===== config.mk =====
export PLATFORM = sky130hd
export DESIGN_NAME = infix_expression_evaluator_top
export DESIGN_NICKNAME = d
export VERILOG_FILES = /design/src/rtl/iee_pkg.sv /design/src/rtl/iee_datapath.sv /design/src/rtl/iee_ctrl.sv /design/src/rtl/infix_expression_evaluator_top.sv
export SDC_FILE = /design/constraint.sdc
export NUM_CORES = 2
export LEC_CHECK = 0
export BUFFER_PORTS_ARGS = -buffer_cell sky130_fd_sc_hd__buf_4
export CELL_PAD_IN_SITES_DETAIL_PLACEMENT = 0
export CELL_PAD_IN_SITES_GLOBAL_PLACEMENT = 1
export CORE_ASPECT_RATIO = 0.9
export CORE_MARGIN = 2
export CORE_UTILIZATION = 53
export DETAILED_ROUTE_END_ITERATION = 10
export PLACE_DENSITY = 0.84
export RECOVER_POWER = 50
export SYNTH_ARGS = -nofsm -noshare
export SYNTH_HDL_FRONTEND = slang
export SYNTH_SLANG_ARGS = --single-unit

===== constraint.sdc =====
create_clock -name aclk -period 15.3 [get_ports aclk]
set_clock_uncertainty 0.1 [all_clocks]
set_input_delay 3.825 -clock aclk [delete_from_list [all_inputs] [get_ports aclk]]
set_output_delay 3.825 -clock aclk [all_outputs]
set_load 0.1 [all_outputs]

===== src/rtl/iee_pkg.sv =====
// ============================================================================
// iee_pkg: shared types and constants of the infix expression evaluator
// Widths, character codes, controller states and datapath commands.
// ============================================================================
package iee_pkg;

    localparam int VALUE_WIDTH = 48;
    localparam int FRAC_BITS   = 16;
    localparam int DIGIT_LIMIT = 31;
    localparam int CNT_WIDTH   = 5;
    localparam int PROD_WIDTH  = 2 * VALUE_WIDTH;
    localparam int RES_WIDTH   = PROD_WIDTH - FRAC_BITS;
    localparam int DVD_WIDTH   = 64;
    localparam int STEP_WIDTH  = 7;

    localparam logic [7:0] CH_PLUS  = 8'h2B;
    localparam logic [7:0] CH_MINUS = 8'h2D;
    localparam logic [7:0] CH_STAR  = 8'h2A;
    localparam logic [7:0] CH_SLASH = 8'h2F;
    localparam logic [7:0] CH_ZERO  = 8'h30;
    localparam logic [7:0] CH_NINE  = 8'h39;

    localparam logic [VALUE_WIDTH-1:0] MAG_LIMIT = {1'b1, {(VALUE_WIDTH-1){1'b0}}};
    localparam logic [VALUE_WIDTH-1:0] VMAX      = {1'b0, {(VALUE_WIDTH-1){1'b1}}};
    localparam logic [VALUE_WIDTH-1:0] VMIN      = MAG_LIMIT;

    typedef enum logic [1:0] {
        PH_START  = 2'd0,
        PH_SIGNED = 2'd1,
        PH_DIGITS = 2'd2
    } phase_t;

    typedef enum logic [1:0] {
        MOP_NONE = 2'd0,
        MOP_MUL  = 2'd1,
        MOP_DIV  = 2'd2
    } mulop_t;

    typedef enum logic [2:0] {
        S_IDLE, S_DECODE, S_FINISH, S_MUL, S_DIV, S_POST, S_EMIT
    } state_t;

    typedef enum logic [4:0] {
        CMD_NONE, CMD_LOAD, CMD_DIGIT, CMD_SIGN, CMD_MARK, CMD_MUL_START,
        CMD_DIV_START, CMD_DIV0, CMD_TERM_LOAD, CMD_MUL_STEP, CMD_MUL_DONE,
        CMD_DIV_STEP, CMD_DIV_DONE, CMD_FOLD, CMD_FOLD_ADDOP, CMD_SET_MULOP,
        CMD_EMIT
    } cmd_t;

    typedef struct packed {
        logic   skipping;
        logic   last;
        logic   is_digit;
        logic   is_addsub;
        logic   is_muldiv;
        logic   phase_start;
        mulop_t pend_mul;
        logic   v_zero;
        logic   closed;
        logic   count_done;
        logic   out_valid;
    } status_t;

    // Clamps a magnitude with a sign to the signed range; the top bit is the saturation flag.
    function automatic logic [VALUE_WIDTH:0] clamp(input logic [RES_WIDTH-1:0] mag,
                                                   input logic neg);
        logic [VALUE_WIDTH:0] r;
        if (neg) begin
            if (mag > RES_WIDTH'(MAG_LIMIT)) r = {1'b1, VMIN};
            else r = {1'b0, VALUE_WIDTH'(0) - mag[VALUE_WIDTH-1:0]};
        end else begin
            if (mag > RES_WIDTH'(VMAX)) r = {1'b1, VMAX};
            else r = {1'b0, mag[VALUE_WIDTH-1:0]};
        end
        return r;
    endfunction

endpackage


===== src/rtl/iee_datapath.sv =====
// ============================================================================
// iee_datapath: operand, term and sum registers with shift-add multiply,
// restoring divide, saturating add and the output register.
// ============================================================================
module iee_datapath
    import iee_pkg::*;
(
    input  logic                   aclk,
    input  logic                   aresetn,
    input  cmd_t                   cmd,
    input  logic [7:0]             in_char,
    input  logic                   in_last,
    input  logic                   out_ready,
    output status_t                status,
    output logic [VALUE_WIDTH-1:0] out_value,
    output logic [2:0]             out_flags,
    output logic                   out_valid
);

    logic [VALUE_WIDTH-1:0] sum_reg, term_reg, opv_reg, den_reg, acc_reg, rem_reg;
    logic [DVD_WIDTH-1:0]   lo_reg;
    logic                   neg_reg, mneg_reg, addop_reg, closed_reg, skip_reg;
    logic [CNT_WIDTH-1:0]   dcnt_reg;
    mulop_t                 mop_reg;
    phase_t                 phase_reg;
    logic [2:0]             flags_reg;
    logic [7:0]             char_reg;
    logic                   last_reg;
    logic [STEP_WIDTH-1:0]  cnt_reg;
    logic [VALUE_WIDTH-1:0] oval_reg;
    logic [2:0]             oflags_reg;
    logic                   ovalid_reg;

    logic                   is_digit;
    logic [VALUE_WIDTH+3:0] dig_next;
    logic [VALUE_WIDTH:0]   v_cl;
    logic [VALUE_WIDTH-1:0] v_val, v_mag, t_mag;
    logic [VALUE_WIDTH:0]   fold_sum;
    logic [VALUE_WIDTH:0]   fold_res;
    logic [VALUE_WIDTH:0]   mul_add;
    logic [VALUE_WIDTH:0]   rem_shift;
    logic                   rem_ge;
    logic [VALUE_WIDTH:0]   mul_cl, div_cl;

    assign is_digit = (char_reg >= CH_ZERO) && (char_reg <= CH_NINE);
    assign dig_next = ({4'd0, opv_reg} << 3) + ({4'd0, opv_reg} << 1)
                    + ((VALUE_WIDTH+4)'(char_reg - CH_ZERO) << FRAC_BITS);

    assign v_cl  = clamp(RES_WIDTH'(opv_reg), neg_reg);
    assign v_val = v_cl[VALUE_WIDTH-1:0];
    assign v_mag = neg_reg ? opv_reg : v_val;
    assign t_mag = term_reg[VALUE_WIDTH-1] ? VALUE_WIDTH'(0) - term_reg : term_reg;

    assign fold_sum = addop_reg
        ? {sum_reg[VALUE_WIDTH-1], sum_reg} - {term_reg[VALUE_WIDTH-1], term_reg}
        : {sum_reg[VALUE_WIDTH-1], sum_reg} + {term_reg[VALUE_WIDTH-1], term_reg};
    // Overflow shows as disagreement of the two top bits; the top bit gives the direction.
    assign fold_res = (fold_sum[VALUE_WIDTH] != fold_sum[VALUE_WIDTH-1])
        ? {1'b1, (fold_sum[VALUE_WIDTH] ? VMIN : VMAX)}
        : {1'b0, fold_sum[VALUE_WIDTH-1:0]};

    assign mul_add   = {1'b0, acc_reg} + (lo_reg[0] ? {1'b0, den_reg} : '0);
    assign rem_shift = {rem_reg, lo_reg[DVD_WIDTH-1]};
    assign rem_ge    = rem_shift >= {1'b0, den_reg};
    assign mul_cl    = clamp(RES_WIDTH'({acc_reg, lo_reg[VALUE_WIDTH-1:0]} >> FRAC_BITS),
                             mneg_reg);
    assign div_cl    = clamp(RES_WIDTH'(lo_reg), mneg_reg);

    always_ff @(posedge aclk) begin
        if (!aresetn) begin
            sum_reg    <= '0;
            term_reg   <= '0;
            opv_reg    <= '0;
            neg_reg    <= 1'b0;
            dcnt_reg   <= '0;
            addop_reg  <= 1'b0;
            mop_reg    <= MOP_NONE;
            phase_reg  <= PH_START;
            flags_reg  <= '0;
            skip_reg   <= 1'b0;
            closed_reg <= 1'b0;
            ovalid_reg <= 1'b0;
            cnt_reg    <= '0;
        end else begin
            if (ovalid_reg && out_ready && cmd != CMD_EMIT) ovalid_reg <= 1'b0;
            unique case (cmd)
                CMD_LOAD: begin
                    if (skip_reg) begin
                        if (in_last) skip_reg <= 1'b0;
                    end else begin
                        char_reg <= in_char;
                        last_reg <= in_last;
                    end
                end
                CMD_DIGIT: begin
                    if (dcnt_reg < CNT_WIDTH'(DIGIT_LIMIT)) begin
                        if (dig_next > (VALUE_WIDTH+4)'(MAG_LIMIT)) begin
                            opv_reg      <= MAG_LIMIT;
                            flags_reg[2] <= 1'b1;
                        end else begin
                            opv_reg <= dig_next[VALUE_WIDTH-1:0];
                        end
                        dcnt_reg <= dcnt_reg + 1'b1;
                    end
                    phase_reg <= PH_DIGITS;
                end
                CMD_SIGN: begin
                    neg_reg   <= (char_reg == CH_MINUS);
                    phase_reg <= PH_SIGNED;
                end
                CMD_MARK: begin
                    closed_reg <= 1'b0;
                    if ((char_reg == CH_STAR || char_reg == CH_SLASH) && phase_reg != PH_DIGITS)
                        flags_reg[0] <= 1'b1;
                end
                CMD_MUL_START, CMD_DIV_START, CMD_DIV0, CMD_TERM_LOAD: begin
                    opv_reg   <= '0;
                    neg_reg   <= 1'b0;
                    dcnt_reg  <= '0;
                    mop_reg   <= MOP_NONE;
                    phase_reg <= PH_START;
                    if (v_cl[VALUE_WIDTH]) flags_reg[2] <= 1'b1;
                    mneg_reg <= term_reg[VALUE_WIDTH-1] ^ v_val[VALUE_WIDTH-1];
                    if (cmd == CMD_MUL_START) begin
                        den_reg <= t_mag;
                        acc_reg <= '0;
                        lo_reg  <= DVD_WIDTH'(v_mag);
                        cnt_reg <= STEP_WIDTH'(VALUE_WIDTH);
                    end else if (cmd == CMD_DIV_START) begin
                        den_reg <= v_mag;
                        rem_reg <= '0;
                        lo_reg  <= DVD_WIDTH'(t_mag) << FRAC_BITS;
                        cnt_reg <= STEP_WIDTH'(DVD_WIDTH);
                    end else if (cmd == CMD_DIV0) begin
                        term_reg     <= '0;
                        flags_reg[1] <= 1'b1;
                        closed_reg   <= 1'b1;
                    end else begin
                        term_reg <= v_val;
                    end
                end
                CMD_MUL_STEP: begin
                    acc_reg                  <= mul_add[VALUE_WIDTH:1];
                    lo_reg[VALUE_WIDTH-1:0]  <= {mul_add[0], lo_reg[VALUE_WIDTH-1:1]};
                    cnt_reg                  <= cnt_reg - 1'b1;
                end
                CMD_DIV_STEP: begin
                    rem_reg <= rem_ge ? VALUE_WIDTH'(rem_shift - {1'b0, den_reg})
                                      : rem_shift[VALUE_WIDTH-1:0];
                    lo_reg  <= {lo_reg[DVD_WIDTH-2:0], rem_ge};
                    cnt_reg <= cnt_reg - 1'b1;
                end
                CMD_MUL_DONE: begin
                    term_reg <= mul_cl[VALUE_WIDTH-1:0];
                    if (mul_cl[VALUE_WIDTH]) flags_reg[2] <= 1'b1;
                end
                CMD_DIV_DONE: begin
                    term_reg <= div_cl[VALUE_WIDTH-1:0];
                    if (div_cl[VALUE_WIDTH]) flags_reg[2] <= 1'b1;
                end
                CMD_FOLD, CMD_FOLD_ADDOP: begin
                    sum_reg  <= fold_res[VALUE_WIDTH-1:0];
                    term_reg <= '0;
                    if (fold_res[VALUE_WIDTH]) flags_reg[2] <= 1'b1;
                    if (cmd == CMD_FOLD_ADDOP) addop_reg <= (char_reg == CH_MINUS);
                end
                CMD_SET_MULOP: begin
                    mop_reg <= (char_reg == CH_STAR) ? MOP_MUL : MOP_DIV;
                end
                CMD_EMIT: begin
                    // Present the result and clear the expression.
                    oval_reg   <= sum_reg;
                    oflags_reg <= flags_reg;
                    ovalid_reg <= 1'b1;
                    sum_reg    <= '0;
                    term_reg   <= '0;
                    addop_reg  <= 1'b0;
                    flags_reg  <= '0;
                    skip_reg   <= !last_reg;
                end
                default: begin
                end
            endcase
        end
    end

    assign status.skipping    = skip_reg;
    assign status.last        = last_reg;
    assign status.is_digit    = is_digit;
    assign status.is_addsub   = (char_reg == CH_PLUS) || (char_reg == CH_MINUS);
    assign status.is_muldiv   = (char_reg == CH_STAR) || (char_reg == CH_SLASH);
    assign status.phase_start = (phase_reg == PH_START);
    assign status.pend_mul    = mop_reg;
    assign status.v_zero      = (opv_reg == '0);
    assign status.closed      = closed_reg;
    assign status.count_done  = (cnt_reg == '0);
    assign status.out_valid   = ovalid_reg;

    assign out_value = oval_reg;
    assign out_flags = oflags_reg;
    assign out_valid = ovalid_reg;

endmodule


===== src/rtl/iee_ctrl.sv =====
// ============================================================================
// iee_ctrl: sequencing state machine of the expression evaluator
// Decodes each character and steps the datapath through operand, term and sum.
// ============================================================================
module iee_ctrl
    import iee_pkg::*;
(
    input  logic    aclk,
    input  logic    aresetn,
    input  logic    in_valid,
    input  logic    out_ready,
    input  status_t status,
    output logic    in_ready,
    output cmd_t    cmd
);

    state_t state_reg, state_next;
    logic   tail_reg, tail_next;

    always_ff @(posedge aclk) begin
        if (!aresetn) begin
            state_reg <= S_IDLE;
            tail_reg  <= 1'b0;
        end else begin
            state_reg <= state_next;
            tail_reg  <= tail_next;
        end
    end

    always_comb begin
        state_next = state_reg;
        tail_next  = tail_reg;
        unique case (state_reg)
            S_IDLE: begin
                if (in_valid && !status.skipping) state_next = S_DECODE;
            end
            S_DECODE: begin
                if (status.is_digit || (status.is_addsub && status.phase_start)) begin
                    state_next = status.last ? S_FINISH : S_IDLE;
                    tail_next  = 1'b1;
                end else begin
                    state_next = S_FINISH;
                    tail_next  = 1'b0;
                end
            end
            S_FINISH: begin
                if (status.pend_mul == MOP_MUL) state_next = S_MUL;
                else if (status.pend_mul == MOP_DIV && !status.v_zero) state_next = S_DIV;
                else state_next = S_POST;
            end
            S_MUL, S_DIV: begin
                if (status.count_done) state_next = S_POST;
            end
            S_POST: begin
                if (tail_reg) begin
                    state_next = S_EMIT;
                end else if (status.is_addsub || (status.is_muldiv && !status.closed)) begin
                    state_next = status.last ? S_FINISH : S_IDLE;
                    tail_next  = 1'b1;
                end else begin
                    state_next = S_EMIT;
                end
            end
            S_EMIT: begin
                if (!status.out_valid || out_ready) state_next = S_IDLE;
            end
            default: state_next = S_IDLE;
        endcase
    end

    always_comb begin
        cmd      = CMD_NONE;
        in_ready = 1'b0;
        unique case (state_reg)
            S_IDLE: begin
                in_ready = 1'b1;
                if (in_valid) cmd = CMD_LOAD;
            end
            S_DECODE: begin
                if (status.is_digit) cmd = CMD_DIGIT;
                else if (status.is_addsub && status.phase_start) cmd = CMD_SIGN;
                else cmd = CMD_MARK;
            end
            S_FINISH: begin
                if (status.pend_mul == MOP_MUL) cmd = CMD_MUL_START;
                else if (status.pend_mul == MOP_DIV)
                    cmd = status.v_zero ? CMD_DIV0 : CMD_DIV_START;
                else cmd = CMD_TERM_LOAD;
            end
            S_MUL: cmd = status.count_done ? CMD_MUL_DONE : CMD_MUL_STEP;
            S_DIV: cmd = status.count_done ? CMD_DIV_DONE : CMD_DIV_STEP;
            S_POST: begin
                if (tail_reg) cmd = CMD_FOLD;
                else if (status.is_addsub) cmd = CMD_FOLD_ADDOP;
                else if (status.is_muldiv && !status.closed) cmd = CMD_SET_MULOP;
                else cmd = CMD_FOLD;
            end
            S_EMIT: begin
                // The result goes out once the output register is free.
                if (!status.out_valid || out_ready) cmd = CMD_EMIT;
            end
            default: cmd = CMD_NONE;
        endcase
    end

endmodule


===== src/rtl/infix_expression_evaluator_top.sv =====
// ============================================================================
// infix_expression_evaluator_top: streaming infix expression evaluator
// Evaluates ASCII infix expressions in signed Q31.16 with two precedence levels.
// ============================================================================
// Characters enter on the s_ channel, one per transaction; s_tlast marks the
// final character of an expression. A character that is neither a digit nor
// an operator, or s_tlast, ends the expression and one result transaction
// leaves on the m_ channel: the saturated value in m_tdata and the invalid
// operand, divide by zero and saturated flags in m_tuser. After an early end
// the block drops characters up to and including the next s_tlast.
// A digit or sign passes through the load and decode states. An operator
// also passes through the operand finish and post states, plus the multiply
// state when it closes a multiply (one bit per cycle of the shift-add
// multiplier) or the divide state when it closes a divide (restoring divider,
// one quotient bit per cycle over a 64-bit dividend). The character with
// s_tlast may add a second operand finish. The output register holds a result
// while the receiver stalls; input continues until a second result is ready.
// Synchronous reset clears all expression state and drops a waiting result.
// ============================================================================
module infix_expression_evaluator_top
    import iee_pkg::*;
(
    input  logic        aclk,
    input  logic        aresetn,
    input  logic        s_tvalid,
    output logic        s_tready,
    input  logic [7:0]  s_tdata,   // [7:0] character
    input  logic        s_tlast,
    output logic        m_tvalid,
    input  logic        m_tready,
    output logic [47:0] m_tdata,   // [47:0] value
    output logic [2:0]  m_tuser    // [0] invalid_operand, [1] divide_by_zero, [2] saturated
);

    cmd_t    cmd;
    status_t status;

    iee_ctrl u_ctrl (
        .aclk      (aclk),
        .aresetn   (aresetn),
        .in_valid  (s_tvalid),
        .out_ready (m_tready),
        .status    (status),
        .in_ready  (s_tready),
        .cmd       (cmd)
    );

    iee_datapath u_datapath (
        .aclk      (aclk),
        .aresetn   (aresetn),
        .cmd       (cmd),
        .in_char   (s_tdata),
        .in_last   (s_tlast),
        .out_ready (m_tready),
        .status    (status),
        .out_value (m_tdata),
        .out_flags (m_tuser),
        .out_valid (m_tvalid)
    );

endmodule

==> results.tsv <==
stage	metric	value	unit
die	rows	88	
power	p_per_area	152	nW/um^2
synthesis	yosys_warnings	0	
timing	rsz0062_at_grt	false	
drt	ant_nets	0	
clock_network	htreeDepth	2	
final_layout	final_area	36700	sq um
min_path	hold_depth	2	
final_layout	largest_reg_flops	64	
timing	timing.final.crit_share	64.7	%
synthesis	yosys-top-cells-area	edfxtp_1, dfxtp_1, ha_1, a21oi_1, nor2_1	
clock_network	hold_buffers	0	
clock_network	tritoncts	built	
worst_setup_path	slowest_delay	2.41	ns
worst_setup_path	cp-start-kind	input port	
synthesis	synth_seq_cells	425	
die	die_width	272	um
clock_network	cts_resized	0	
timing	max_slew_margin	-132	%
clock_network	clk_path_buf_depth	3	
timing	tns	0	ns
synthesis	synth_area	34200	sq um
global_route	grt_max_degree	83	
power	power	5.56	mW
drt	drcViolationCount	0	
global_route	grt_pass1_vias	29200	
worst_setup_path	r2r_setup_slack	7.34	ns
final_layout	drive_gt1_share	5.13	%
worst_setup_path	end_kind	register	
final_layout	n_fill_cell	6021	
synthesis	async_flop_share	0	%
final_layout	area_growth	7.15	%
status	violations	capacitance limit, slew limit	
synthesis	synth_edf_count	269	
worst_setup_path	path_max_fanout	48	
power	p_leak	14.1	nW
timing	hold_viol	0	
status	status	finished with violations	
global_route	antenna_found_initial	5	
worst_setup_path	slowest_stage	clkbuf_1	
global_route	grt_usage	34.4	%
final_layout	multiInputGateArea	21500	sq um
place	dp_cells	4836	
timing	setup_viol	0	
drt	routedWlPerCell	24.0	um
final_layout	nNetsFinal	4272	
final_layout	final_cells	4929	
global_route	grt_overflow	0	
synthesis	yosys.area.top_type_share	23.6	%
worst_setup_path	arrival	9.93	ns
synthesis	synth_top_area_cell	edfxtp_1	
run	drv_cap	10	
die	start_util	53.5	%
power	irDropWorstVdd	0.000182	V
clock_network	post_cts_buffers	0	
final_layout	seqCellArea	11200	sq um
die	dieArea	66600	sq um
drt	firstDrtPassIters	8	
drt	vias	32200	
worst_setup_path	r2r-end	u_datapath.den_reg[3]	
worst_setup_path	crit_chain	clkbuf_1 -> inv_1 -> clkbuf_1 -> nor3_1 -> clkbuf_1	
die	die_h	245	um
synthesis	dominantRegCellSynth	edfxtp_1	
clock_network	clk_pin_slew	0.06	ns
min_path	hold_start	u_datapath.sum_reg[9]	
place	dp_hpwl	88500	um
synthesis	synth.most_common_cell	nor2_1	
drt	drt-total-wl	118000	um
clock_network	cts_buffers	49	
place	routabilityCongestion	1.04	
synthesis	avgSynthCellArea	8.30	sq um
clock_network	cts-root-buf	clkbuf_16	
global_route	grt_pass1_wl	178000	um
timing	fmax	101	MHz
drt	vias_per_cell	6.53	
worst_setup_path	crit_required	15.33	ns
min_path	hold_class	register to register	
die	io_pins	66	
timing	maxSlewViolCount	487	
min_path	hold_end	u_datapath.sum_reg[9]	
synthesis	ys_top_cells_by_count	nor2_1, a21oi_1, nand2_1	
worst_setup_path	ff2ff_path_depth	10	
clock_network	clk_latency	0.62	ns
synthesis	synth_cells	4125	
place	dpl-instance-area	35200	sq um
synthesis	synth.distinct_cells	97	
worst_setup_path	reg2reg_from	u_datapath.opv_reg[36]	
synthesis	syn_nets	4365	
worst_setup_path	crit_type	input port to register	
die	core_area	64000	sq um
timing	period_minus_slack	9.90	ns
clock_network	clock-sinks	425	
place	io_buffers	65	
synthesis	yosysSeqAreaShare	32.7	%
worst_setup_path	crit_path_frequent_cell	clkbuf_1	
drt	drtIter0Drc	3626	
timing	worst-slew-pin-transition	3.48	ns
-- per-layer routing --
| metal | track usage, % | vias to the layer above | wire length, um |
|---|---|---|---|
| met5 | 0 | - | 26 |
| met4 | 16.5 | 4 | 6240 |
| met3 | 6.15 | 285 | 10100 |
| met2 | 50.6 | 1438 | 49600 |
| met1 | 48.6 | 15300 | 52100 |
| li1 | - | 15100 | - |
-- layout by cell type, fill, tap and decap left out, types with 96 or more instances in the layout --
cell type,instances
nor2_1,442
xnor2_1,154
a21o_1,97
edfxtp_1,269
ha_1,193
inv_1,140
xor2_1,105
a21oi_1,416
nand2_1,360
nor3_1,135
dfxtp_1,153
o21ai_0,265
nand3_1,96
-- kinds of logic after synthesis --
group | Yosys count | share of synthesized area [%]
buf+inv | 400 | 4.65
mux | 91 | 2.67
flops | 425 | 32.7
fa+ha+maj | 227 | 9.04
xor+xnor | 260 | 6.67
simple gates | 1412 | 19.8
compound gates | 1310 | 24.5
-- area by class of cell --
cell class	instances	share of cell area [%]
Multi-Input combinational cell	3300	58.7
Sequential cell	425	30.5
Clock buffer	57	3.68
Tap cell	855	2.92
Timing Repair Buffer	116	1.67
Inverter	140	1.43
Clock inverter	34	1.05
Antenna cell	2	0.0136
-- how the worst max path moves through the flow --
stage | endpoint | from | cells past startpoint | slack, ns
after floorplan | u_datapath.rem_reg[0] | s_tvalid | 9 | 6.60
after global placement | u_datapath.lo_reg[42] | s_tvalid | 12 | 7.78
after detailed placement | u_datapath.lo_reg[43] | s_tvalid | 12 | 7.74
after CTS | u_datapath.sum_reg[18] | u_datapath.term_reg[2] | 21 | 8.08
after global routing | u_datapath.rem_reg[16] | aresetn | 5 | 5.15
final | u_datapath.rem_reg[16] | aresetn | 5 | 5.40
-- through the flow --
step	util, %	worst slack (ns)	hold slack [ns]
3_5_place_dp	55.1	7.74	0.360
3_3_place_gp	55.1	7.78	0.355
4_1_cts	57.8	8.08	0.374
2_1_floorplan	-	6.60	0.308
6_report	57.3	5.40	0.373
5_1_grt	57.3	5.15	0.390
-- power by group --
part           switching (mW)  internal, mW
clock                   0.529         0.754
combinational            1.76         0.951
sequential              0.196          1.37
total                    2.49          3.07
-- critical path: cells and delay by family --
family | cells | cell delay [ns]
simple gates | 1 | 0.45
buf+inv | 4 | 5.51
Note: power is estimated with default switching activity, not from simulation.
